**src/rtl/adct_pkg.sv**
```systemverilog
`timescale 1ns / 1ps
// Shared constants, calibration table and control types of the ADC code to temperature unit.
package adct_pkg;

    // Table and field sizes.
    localparam int TABLE_ENTRIES = 34;
    localparam int CODE_BITS     = 12;
    localparam int IDX_W         = $clog2(TABLE_ENTRIES);
    localparam int TEMP_W        = 15;
    localparam int STATUS_W      = 2;

    // Interpolation result is 500 * fraction, so it always stays below 512.
    localparam int QUO_W         = 9;
    localparam int STEP_W        = $clog2(QUO_W);
    localparam int NUM_W         = CODE_BITS + 11;

    // Temperatures in hundredths of a degree.
    localparam logic [TEMP_W-1:0] COLD_CENTI = TEMP_W'(-4000);
    localparam logic [TEMP_W-1:0] HOT_CENTI  = TEMP_W'(12500);
    localparam logic [TEMP_W-1:0] STEP_CENTI = TEMP_W'(500);
    localparam logic [TEMP_W-1:0] ZERO_CENTI = '0;
    localparam logic [9:0]        NUM_SCALE  = 10'd1000;

    // Status codes.
    localparam logic [STATUS_W-1:0] ST_OK     = 2'd0;
    localparam logic [STATUS_W-1:0] ST_COLD   = 2'd1;
    localparam logic [STATUS_W-1:0] ST_HOT    = 2'd2;
    localparam logic [STATUS_W-1:0] ST_NODATA = 2'd3;

    // Calibration codes, descending, one per 5 degree step from -40 C.
    localparam logic [CODE_BITS-1:0] CAL_CODES [TABLE_ENTRIES] = '{
        12'd3795, 12'd3787, 12'd3779, 12'd3769, 12'd3761, 12'd3751, 12'd3743,
        12'd3733, 12'd3723, 12'd3713, 12'd3703, 12'd3693, 12'd3683, 12'd3673,
        12'd3663, 12'd3651, 12'd3641, 12'd3629, 12'd3617, 12'd3605, 12'd3593,
        12'd3581, 12'd3569, 12'd3555, 12'd3543, 12'd3529, 12'd3515, 12'd3501,
        12'd3487, 12'd3471, 12'd3457, 12'd3441, 12'd3425, 12'd3409
    };

    // Table read; an index past the end reads as zero.
    function automatic logic [CODE_BITS-1:0] cal_code(input logic [IDX_W:0] idx);
        logic [CODE_BITS-1:0] value;
        value = '0;
        for (int k = 0; k < TABLE_ENTRIES; k++) begin
            if (idx == (IDX_W + 1)'(k)) begin
                value = CAL_CODES[k];
            end
        end
        return value;
    endfunction

    // Controller states.
    typedef enum logic [2:0] {
        S_IDLE,
        S_CLASSIFY,
        S_SEARCH,
        S_DIVIDE,
        S_WRITE
    } t_state;

    // Commands from the controller to the datapath.
    typedef struct packed {
        logic take;
        logic set_special;
        logic set_hit;
        logic start_div;
        logic step_idx;
        logic step_div;
        logic load_out;
    } t_cmd;

    // Status from the datapath to the controller.
    typedef struct packed {
        logic special;
        logic hit;
        logic in_span;
        logic div_last;
        logic out_free;
    } t_flags;

endpackage

```
**src/rtl/adct_ctrl.sv**
```systemverilog
`timescale 1ns / 1ps
// Controller state machine of the ADC code to temperature unit.
module adct_ctrl
    import adct_pkg::*;
(
    input  logic   i_clk,
    input  logic   i_rst_n,
    input  logic   i_in_valid,
    input  t_flags i_flags,
    output logic   o_in_ready,
    output t_cmd   o_cmd
);

    t_state r_state;
    t_state n_state;

    // State register.
    always_ff @(posedge i_clk) begin
        if (!i_rst_n) begin
            r_state <= S_IDLE;
        end else begin
            r_state <= n_state;
        end
    end

    // Next state.
    always_comb begin
        n_state = r_state;
        case (r_state)
            S_IDLE: begin
                if (i_in_valid) begin
                    n_state = S_CLASSIFY;
                end
            end
            S_CLASSIFY: begin
                n_state = i_flags.special ? S_WRITE : S_SEARCH;
            end
            S_SEARCH: begin
                if (i_flags.hit) begin
                    n_state = S_WRITE;
                end else if (i_flags.in_span) begin
                    n_state = S_DIVIDE;
                end
            end
            S_DIVIDE: begin
                if (i_flags.div_last) begin
                    n_state = S_WRITE;
                end
            end
            S_WRITE: begin
                if (i_flags.out_free) begin
                    n_state = S_IDLE;
                end
            end
            default: begin
                n_state = S_IDLE;
            end
        endcase
    end

    // Commands and input handshake.
    always_comb begin
        o_cmd      = '0;
        o_in_ready = 1'b0;
        case (r_state)
            S_IDLE: begin
                o_in_ready = 1'b1;
                o_cmd.take = i_in_valid;
            end
            S_CLASSIFY: begin
                o_cmd.set_special = i_flags.special;
            end
            S_SEARCH: begin
                if (i_flags.hit) begin
                    o_cmd.set_hit = 1'b1;
                end else if (i_flags.in_span) begin
                    o_cmd.start_div = 1'b1;
                end else begin
                    o_cmd.step_idx = 1'b1;
                end
            end
            S_DIVIDE: begin
                o_cmd.step_div = 1'b1;
            end
            S_WRITE: begin
                o_cmd.load_out = i_flags.out_free;
            end
            default: begin
                o_cmd = '0;
            end
        endcase
    end

endmodule

```
**src/rtl/adct_dpath.sv**
```systemverilog
`timescale 1ns / 1ps
// Datapath of the ADC code to temperature unit: table walk, serial divider, output register.
module adct_dpath
    import adct_pkg::*;
(
    input  logic                     i_clk,
    input  logic                     i_rst_n,
    input  logic [CODE_BITS-1:0]     i_adc_code,
    input  logic                     i_out_ready,
    input  t_cmd                     i_cmd,
    output t_flags                   o_flags,
    output logic                     o_out_valid,
    output logic signed [TEMP_W-1:0] o_temp_centi,
    output logic [STATUS_W-1:0]      o_status
);

    logic [CODE_BITS-1:0] r_code;
    logic [IDX_W-1:0]     r_idx;
    logic [TEMP_W-1:0]    r_base;
    logic [NUM_W-1:0]     r_rem;
    logic [NUM_W-1:0]     r_dsh;
    logic [QUO_W-1:0]     r_quo;
    logic [STEP_W-1:0]    r_step;
    logic [TEMP_W-1:0]    r_res_temp;
    logic [STATUS_W-1:0]  r_res_status;
    logic                 r_out_valid;
    logic [TEMP_W-1:0]    r_out_temp;
    logic [STATUS_W-1:0]  r_out_status;

    logic [CODE_BITS-1:0] hi;
    logic [CODE_BITS-1:0] lo;
    logic [CODE_BITS-1:0] span;
    logic [CODE_BITS-1:0] diff;
    logic [NUM_W-1:0]     num;
    logic [TEMP_W-1:0]    base;
    logic                 rem_ge;
    logic [QUO_W-1:0]     n_quo;
    logic [STATUS_W-1:0]  special_status;
    logic [TEMP_W-1:0]    special_temp;

    // Neighbouring table entries at the current search index.
    always_comb begin
        hi   = cal_code({1'b0, r_idx});
        lo   = cal_code({1'b0, r_idx} + (IDX_W + 1)'(1));
        span = hi - lo;
        diff = hi - r_code;
        num  = NUM_W'(diff) * NUM_W'(NUM_SCALE) + NUM_W'(span);
        base = COLD_CENTI + TEMP_W'(r_idx) * STEP_CENTI;
    end

    // Out-of-table and no-data cases.
    always_comb begin
        special_status = ST_OK;
        special_temp   = ZERO_CENTI;
        if (r_code == '0) begin
            special_status = ST_NODATA;
            special_temp   = ZERO_CENTI;
        end else if (r_code > CAL_CODES[0]) begin
            special_status = ST_COLD;
            special_temp   = COLD_CENTI;
        end else if (r_code < CAL_CODES[TABLE_ENTRIES-1]) begin
            special_status = ST_HOT;
            special_temp   = HOT_CENTI;
        end
    end

    // One restoring division step per cycle.
    always_comb begin
        rem_ge = (r_rem >= r_dsh);
        n_quo  = {r_quo[QUO_W-2:0], rem_ge};
    end

    // Status back to the controller.
    always_comb begin
        o_flags.special  = (special_status != ST_OK);
        o_flags.hit      = (r_code == hi);
        o_flags.in_span  = (r_code > lo);
        o_flags.div_last = (r_step == STEP_W'(QUO_W - 1));
        o_flags.out_free = !r_out_valid || i_out_ready;
    end

    // Working registers.
    always_ff @(posedge i_clk) begin
        if (i_cmd.take) begin
            r_code <= i_adc_code;
            r_idx  <= '0;
        end
        if (i_cmd.step_idx) begin
            r_idx <= r_idx + IDX_W'(1);
        end
        if (i_cmd.set_special) begin
            r_res_temp   <= special_temp;
            r_res_status <= special_status;
        end
        if (i_cmd.set_hit) begin
            r_res_temp   <= base;
            r_res_status <= ST_OK;
        end
        if (i_cmd.start_div) begin
            r_base <= base;
            r_rem  <= num;
            r_dsh  <= NUM_W'(span) << QUO_W;
            r_quo  <= '0;
            r_step <= '0;
        end
        if (i_cmd.step_div) begin
            r_rem  <= rem_ge ? (r_rem - r_dsh) : r_rem;
            r_dsh  <= r_dsh >> 1;
            r_quo  <= n_quo;
            r_step <= r_step + STEP_W'(1);
            if (o_flags.div_last) begin
                r_res_temp   <= r_base + TEMP_W'(n_quo);
                r_res_status <= ST_OK;
            end
        end
    end

    // Output register.
    always_ff @(posedge i_clk) begin
        if (!i_rst_n) begin
            r_out_valid <= 1'b0;
        end else if (i_cmd.load_out) begin
            r_out_valid <= 1'b1;
        end else if (i_out_ready) begin
            r_out_valid <= 1'b0;
        end
    end

    always_ff @(posedge i_clk) begin
        if (i_cmd.load_out) begin
            r_out_temp   <= r_res_temp;
            r_out_status <= r_res_status;
        end
    end

    assign o_out_valid  = r_out_valid;
    assign o_temp_centi = $signed(r_out_temp);
    assign o_status     = r_out_status;

endmodule

```
**src/rtl/adc_code_to_temperature_unit.sv**
```systemverilog
`timescale 1ns / 1ps
// Top level of the ADC code to temperature unit.
//
// Converts one 12-bit sensor code into a temperature in hundredths of a
// degree Celsius by piecewise linear interpolation over a 34-entry table.
// Input channel: i_in_valid / o_in_ready with i_adc_code. Output channel:
// o_out_valid / i_out_ready with o_temp_centi and o_status.
// A request is taken only while the controller is idle. The classify state then
// checks the code; codes outside the table or zero finish at once.
// Otherwise the table is walked one entry per cycle, and a code between two
// entries goes through a 9-step restoring divider, one quotient bit per
// cycle. The write state then loads the output register. Only one request is
// in work at a time: the next is taken after the result has been written.
// The output register holds a finished result while the next request is
// accepted and worked on; a stalled receiver only holds the block at the
// final write step until the earlier result is taken.
// Reset (synchronous, active low) returns the controller to idle and
// empties the output register.
module adc_code_to_temperature_unit
    import adct_pkg::*;
(
    input  logic                     i_clk,
    input  logic                     i_rst_n,
    input  logic                     i_in_valid,
    output logic                     o_in_ready,
    input  logic [CODE_BITS-1:0]     i_adc_code,
    output logic                     o_out_valid,
    input  logic                     i_out_ready,
    output logic signed [TEMP_W-1:0] o_temp_centi,
    output logic [STATUS_W-1:0]      o_status
);

    t_cmd   cmd;
    t_flags flags;

    // Sequencer.
    adct_ctrl u_ctrl (
        .i_clk      (i_clk),
        .i_rst_n    (i_rst_n),
        .i_in_valid (i_in_valid),
        .i_flags    (flags),
        .o_in_ready (o_in_ready),
        .o_cmd      (cmd)
    );

    // Table walk, divider and output register.
    adct_dpath u_dpath (
        .i_clk        (i_clk),
        .i_rst_n      (i_rst_n),
        .i_adc_code   (i_adc_code),
        .i_out_ready  (i_out_ready),
        .i_cmd        (cmd),
        .o_flags      (flags),
        .o_out_valid  (o_out_valid),
        .o_temp_centi (o_temp_centi),
        .o_status     (o_status)
    );

endmodule

```
**config.mk**
```make
export PLATFORM = sky130hd
export DESIGN_NAME = adc_code_to_temperature_unit
export DESIGN_NICKNAME = d
export VERILOG_FILES = /design/src/rtl/adct_pkg.sv /design/src/rtl/adct_ctrl.sv /design/src/rtl/adct_dpath.sv /design/src/rtl/adc_code_to_temperature_unit.sv
export SDC_FILE = /design/constraint.sdc
export NUM_CORES = 1
export LEC_CHECK = 0
export ABC_AREA = 1
export BUFFER_PORTS_ARGS = -buffer_cell sky130_fd_sc_hd__buf_2
export CAP_MARGIN = 10
export CORE_ASPECT_RATIO = 1.1
export CORE_UTILIZATION = 40
export CTS_BUF_LIST = sky130_fd_sc_hd__clkbuf_4
export CTS_CLUSTER_SIZE = 8
export DETAILED_ROUTE_END_ITERATION = 12
export PLACE_DENSITY_LB_ADDON = 0.25
export SYNTH_ARGS = -nofsm -noshare
export SYNTH_HDL_FRONTEND = slang
export SYNTH_SLANG_ARGS = --single-unit
```
**constraint.sdc**
```tcl
create_clock -name i_clk -period 11 [get_ports i_clk]
set_input_delay 1.65 -clock i_clk [delete_from_list [all_inputs] [get_ports i_clk]]
set_output_delay 1.65 -clock i_clk [all_outputs]
set_load 0.02 [all_outputs]
```
# --- Yosys cells after proc, flatten, opt, wreduce, memory -nomap -nowiden ---
# Cells that the tools add are included.
word_totals:
  romBits: 0
  ram_bits: 0
  out_inout_bits: 19
  mem_count: 0
  latchBits: 0
  regBits: 127
classes:
  div: 0
  shifts: 0
  n_bitwise: 0
  mul: 2
  n_reduce_logical: 12
  n_eq_ne: 77
  mux: 112
  add_sub_neg: 9
  n_lt_le_gt_ge: 4
op_table:
  columns: ["op", "count"]
  rows:
  - ["2-to-1 mux 12 bit", 68]
  - ["== test 7 x 5 -> 1 bit, second input constant", 16]
  - ["== test 6 x 5 -> 1 bit, second input constant", 16]
  - ["2-to-1 mux 15 bit", 6]
  - ["2-to-1 mux 23 bit", 3]
  - ["== test 7 x 4 -> 1 bit, second input constant", 8]
  - ["== test 6 x 4 -> 1 bit, second input constant", 8]
  - ["== test 7 x 3 -> 1 bit, second input constant", 4]
  - ["== test 6 x 3 -> 1 bit, second input constant", 4]
  - ["subtractor 12 bit", 2]
  - ["adder 22 x 12 -> 23 bit", 1]
  - [">= comparator 23 x 21 -> 1 bit", 1]
  - ["subtractor 23 x 21 -> 23 bit", 1]
  - ["2-to-1 mux 21 bit", 1]
  - ["2-to-1 mux 3 bit", 7]
  - ["2-to-1 mux 20 bit", 1]
  - ["multiplier 12 x 7 -> 19 bit, second input constant", 1]
  - ["2-to-1 mux 2 bit", 8]
  - ["2-to-1 mux 8 bit", 2]
  - ["adder 15 bit, first input constant", 1]
  - ["adder 15 x 9 -> 15 bit", 1]
  - ["case mux 3 bit (5 select lines)", 1]
  - ["== test 7 x 2 -> 1 bit, second input constant", 2]
  - ["== test 7 x 6 -> 1 bit, second input constant", 2]
  - ["32 further kinds", 51]

# --- Depth between registers and ports, before layout ---
logic_depth:
  ltp_word: 43
  ltp_mapped: 62

# --- Modules after synthesis ---
# Synthesis repeated with hierarchy kept, for this count alone.
hier_totals:
  hier_cells: 1738
  area_unflattened_um2: 13022.5
by_module_without_submodules:
  columns: ["mod", "cells_per_inst", "seq_area_each_um2", "n_inst", "area_each_um2"]
  rows:
  - ["adct_dpath", 1690, 3483.3, 1, 12746.0]
  - ["adct_ctrl", 48, 60.1, 1, 276.5]

# --- Least setup slack after synthesis ---
# OpenSTA, ideal clock, no wires.
synth_path:
  kind: "flip-flop to flip-flop"
  start: "register u_dpath.r_idx[0]"
  end: "register u_dpath.r_rem[21] (data pin)"
  required_time_ps: 10740
  setup_ps: 260
  n_path_buf: 0
  stages_incl_launch_ff: 53
  synth_period_minus_slack_ps: 7812
  arrival_ps: 7552
  path_slack_ps: 3188
  cell_sequence: "edfxtp_1 -> inv_1 -> ha_1 -> nand2_1 -> a21oi_1 -> nand2_1 -> nand3_1 -> a21oi_1 -> o21ai_0 -> nand2_1 -> nand2_1 -> nand2_1 -> nand2_1 -> nand3_1 -> nand3_1 -> nand2_1 -> nand2_1 -> nand2_1 -> [17 not listed] -> fa_1 -> fa_1 -> ha_1 -> ha_1 -> nand2_1 -> nor3_1 -> nand3_1 -> nand3_1 -> nand3_1 -> nand2_1 -> xor2_1 -> inv_1 -> nor3_1 -> nand4_1 -> nand2_1 -> nand2_1 -> nand2_1 -> o21ai_1"
synth_via:
  elab_chain_cells: 40
synth_lines:
  columns: ["element", "line_no", "rtl"]
  rows:
  - ["start, declared", "adct_dpath.sv:18", "logic [IDX_W-1:0] r_idx;"]
  - ["start signal, assigned", "adct_dpath.sv:89", "r_idx <= r_idx + IDX_W'(1);"]
  - ["logical NOT 6 bit / adder 6 x 1 -> 7 bit (equally long branches)", "adct_pkg.sv:44, adct_dpath.sv:44", null]
  - ["2-to-1 mux 12 bit / logical NOT 7 bit (equally long branches)", "adct_pkg.sv:44", "if (idx == (IDX_W + 1)'(k)) begin"]
  - ["2-to-1 mux 12 bit (33 in series)", "adct_pkg.sv:44", null]
  - ["subtractor 12 bit / 2-to-1 mux 12 bit (equally long branches)", "adct_dpath.sv:46, adct_pkg.sv:44", null]
  - ["multiplier 12 x 7 -> 19 bit / subtractor 12 bit (equally long branches)", "adct_dpath.sv:47, adct_dpath.sv:45", null]
  - ["adder 22 x 12 -> 23 bit *", "adct_dpath.sv:47", "num = NUM_W'(diff) * NUM_W'(NUM_SCALE) + NUM_W'(span);"]
  - ["2-to-1 mux 23 bit *", "adct_dpath.sv:99", "if (i_cmd.start_div) begin"]
  - ["2-to-1 mux 23 bit *", "adct_dpath.sv:106", "if (i_cmd.step_div) begin"]
  - ["end signal, assigned", "adct_dpath.sv:101", "r_rem <= num;"]
  - ["end signal, assigned", "adct_dpath.sv:107", "r_rem <= rem_ge ? (r_rem - r_dsh) : r_rem;"]
  - ["end, declared", "adct_dpath.sv:20", "logic [NUM_W-1:0] r_rem;"]
# Mark *: on every way between the ends. The rest lies on a longest branch, timed or not. The select of a mux whose other input is x is not followed.
# A chain may end at the register's enable or synchronous reset.

# --- Final worst setup path ---
# Ends and elaborated chain as after synthesis.

==> impl_metrics.ini <==
[run_status]
status = finished, violations left
violations = design-rule violations

[timing]
setup_tns_ns = 0
max_slew_margin_pct = 22.2
fin_crit_sh_pct = 80.6
tightest_slew_ns = 1.15
setup_violations = 0
rsz0062_at_grt = no
hold_ws_ns = 0.454
fin_crit_ns = 8.86
max_freq_mhz = 113
finalHoldViolCount = 0
clock-skew-final_ns = 0.0228
drv_slew = 0

[finish]
area_growth_pct = 7.71
layout.nets = 1908
drive_gt1_share_pct = 7.83
final_area_mm2 = 0.0137

[clocking]
cts_num_sinks = 125
cts_tree = built
cts-hold-fix-buffers = 0
cts_buffer_depth = 2
ctsResizeCount = 0
path_clk_slew_ns = 0.15
root_buffer = clkbuf_4
htreeDepth = 4
insertion_delay_ns = 0.59
numCtsBuffers = 17
post_cts_buffers = 0

[yosys]
netlist_area_mm2 = 0.0127
ys_types = 57
syn_nets = 1868
synthTopCellsByCount = inv_1, nand2_1, nor2_1
synth_top_area_cell = edfxtp_1
async_flop_share_pct = 0
ys.flop_type = edfxtp_1
avgSynthCellArea_um2 = 7.65
synth-seq-area-share_pct = 27.9
synth_edf_count = 104
ys_ff_latch = 125
synthTopCellsByArea = edfxtp_1, ha_1, inv_1, nand2_1, fa_1
synth_top_area_share_pct = 24.6
syn_inst = 1658
yosysWarningCount = 0

[route]
vias = 10700
wl_per_cell_um = 14.3
first_pass_iters = 9
ant_nets = 0
wirelength_um = 30500
drc = 2
drt-vias-per-instance = 5.01
drt_iter0_drc = 659

[setup_path]
r2r-start = u_dpath.r_idx[0]
cp_num_buf_inv = 4
cpLargestDelayFamily = simple AND/OR/NAND/NOR gates
cpMostUsedCell = nand2_1
endpoint_kind = register
reg2reg_to = u_dpath.r_rem[21]
crit_fanout = 9
slowest_delay_ns = 0.57
worstPathRequired_ns = 11.32
r2r_slack_ns = 2.14
arrival_ns = 9.19
cp_slowest_cell = fa_1
ff2ff_path_depth = 53
critPathLaunchType = register
crit_type = reg -> reg

[die]
dieHeight_um = 189
core_mm2 = 0.0313
die_area_mm2 = 0.0324
die_w_um = 172
io-pin-count = 35
initial_core_util_pct = 40.5
fp-row-count = 68

[grt]
grt_max_degree = 58
antenna_found_initial = 1
grt_pass1_vias = 10300
grt-ovfl-total = 0
grtUsageTotal_pct = 19.7
grt_pass1_wl_um = 50100

[placement]
gp_congestion = 0.938
dp_hpwl_um = 25000
placedInstanceArea_mm2 = 0.0133
io_buffers = 34

[hold_path]
holdPathStages = 0
hold_start = u_dpath.r_res_temp[7]
hold_end = u_dpath.o_temp_centi[7]
hp-class = reg -> reg

[run]
maxCapViolCount = 0
[logic make-up after synthesis]
kind of cell | share of synthesized area, %
adders and majority gates | 22.0
and+or+nand+nor | 21.6
buffers and inverters | 10.4
AOI/OAI and AO/OA | 12.6
xor gates and xnor gates | 5.45
DFF | 27.9
[sequential cells by signal, indices dropped and copies added (netlist names)]
name	flops
u_dpath.r_rem	23
u_dpath.r_dsh	21
u_dpath.o_temp_centi	15
u_dpath.r_res_temp	15
u_dpath.r_base	13
u_dpath.r_code	12
u_dpath.r_quo	8
u_dpath.r_idx	6
u_dpath.r_step	4
u_ctrl.r_state	3
u_dpath.o_status	2
u_dpath.r_res_status	2
u_dpath.o_out_valid	1
[cell type report]
cell class                      count  area [um^2]
Fill cell                        3241        17600
Multi-Input combinational cell   1189         7830
Sequential cell                   125         3540
Inverter                          325         1220
Tap cell                          420          526
Timing Repair Buffer               40          215
Clock inverter                     15          200
Clock buffer                       17          128
Antenna cell                        1         2.50
[stage by stage]
| step | utilization (%) | cells | setup slack, ns |
|---|---|---|---|
| 5_1_grt | 43.6 | 2132 | 1.14 |
| 3_5_place_dp | 42.6 | 2099 | 2.21 |
| 6_report | 43.6 | 2132 | 2.14 |
| 3_3_place_gp | 42.6 | 2099 | 2.45 |
| 2_1_floorplan | - | 1658 | 3.19 |
| 4_1_cts | 43.6 | 2131 | 2.15 |
[worst max-delay path by stage]
stage | from | end | slack, ns | cells past startpoint
after floorplan | u_dpath.r_idx[0] | u_dpath.r_rem[21] | 3.19 | 52
after global placement | u_dpath.r_idx[4] | u_dpath.r_rem[21] | 2.45 | 50
after detailed placement | u_dpath.r_idx[0] | u_dpath.r_rem[21] | 2.21 | 53
after CTS | u_dpath.r_idx[0] | u_dpath.r_rem[21] | 2.15 | 53
after global routing | u_dpath.r_idx[0] | u_dpath.r_rem[21] | 1.14 | 52
final | u_dpath.r_idx[0] | u_dpath.r_rem[21] | 2.14 | 53
[layer usage]
| metal | GRT usage (%) | part of all wire [%] |
|---|---|---|
| met4 | 9.33 | 3.8 |
| met1 | 26.5 | 48 |
| met5 | 0 | 0 |
| met3 | 2.08 | 3.0 |
| met2 | 31.5 | 45 |
[cells in the final DEF (no fill, tap or decap), drive strengths merged, types with 3 or more instances in the layout]
cell and n:
nand2 310, nor2 188, xor2 56, a21oi 125, o21ai 108, ha 145
edfxtp 104, nor3b 3, nand4 16, a21o 4, buf 40, nor4 11
inv 331, a211oi 5, a31oi 8, o22ai 3, o221ai 7, o211ai 8
nand3 69, dfxtp 21, clkbuf 17, clkinv 6, nor3 23, or2 8
o31ai 5, o21bai 8, fa 49, xnor2 20
Power is not shown: default switching activity piles up to over one toggle a cycle in this logic, so the estimate is an artifact.
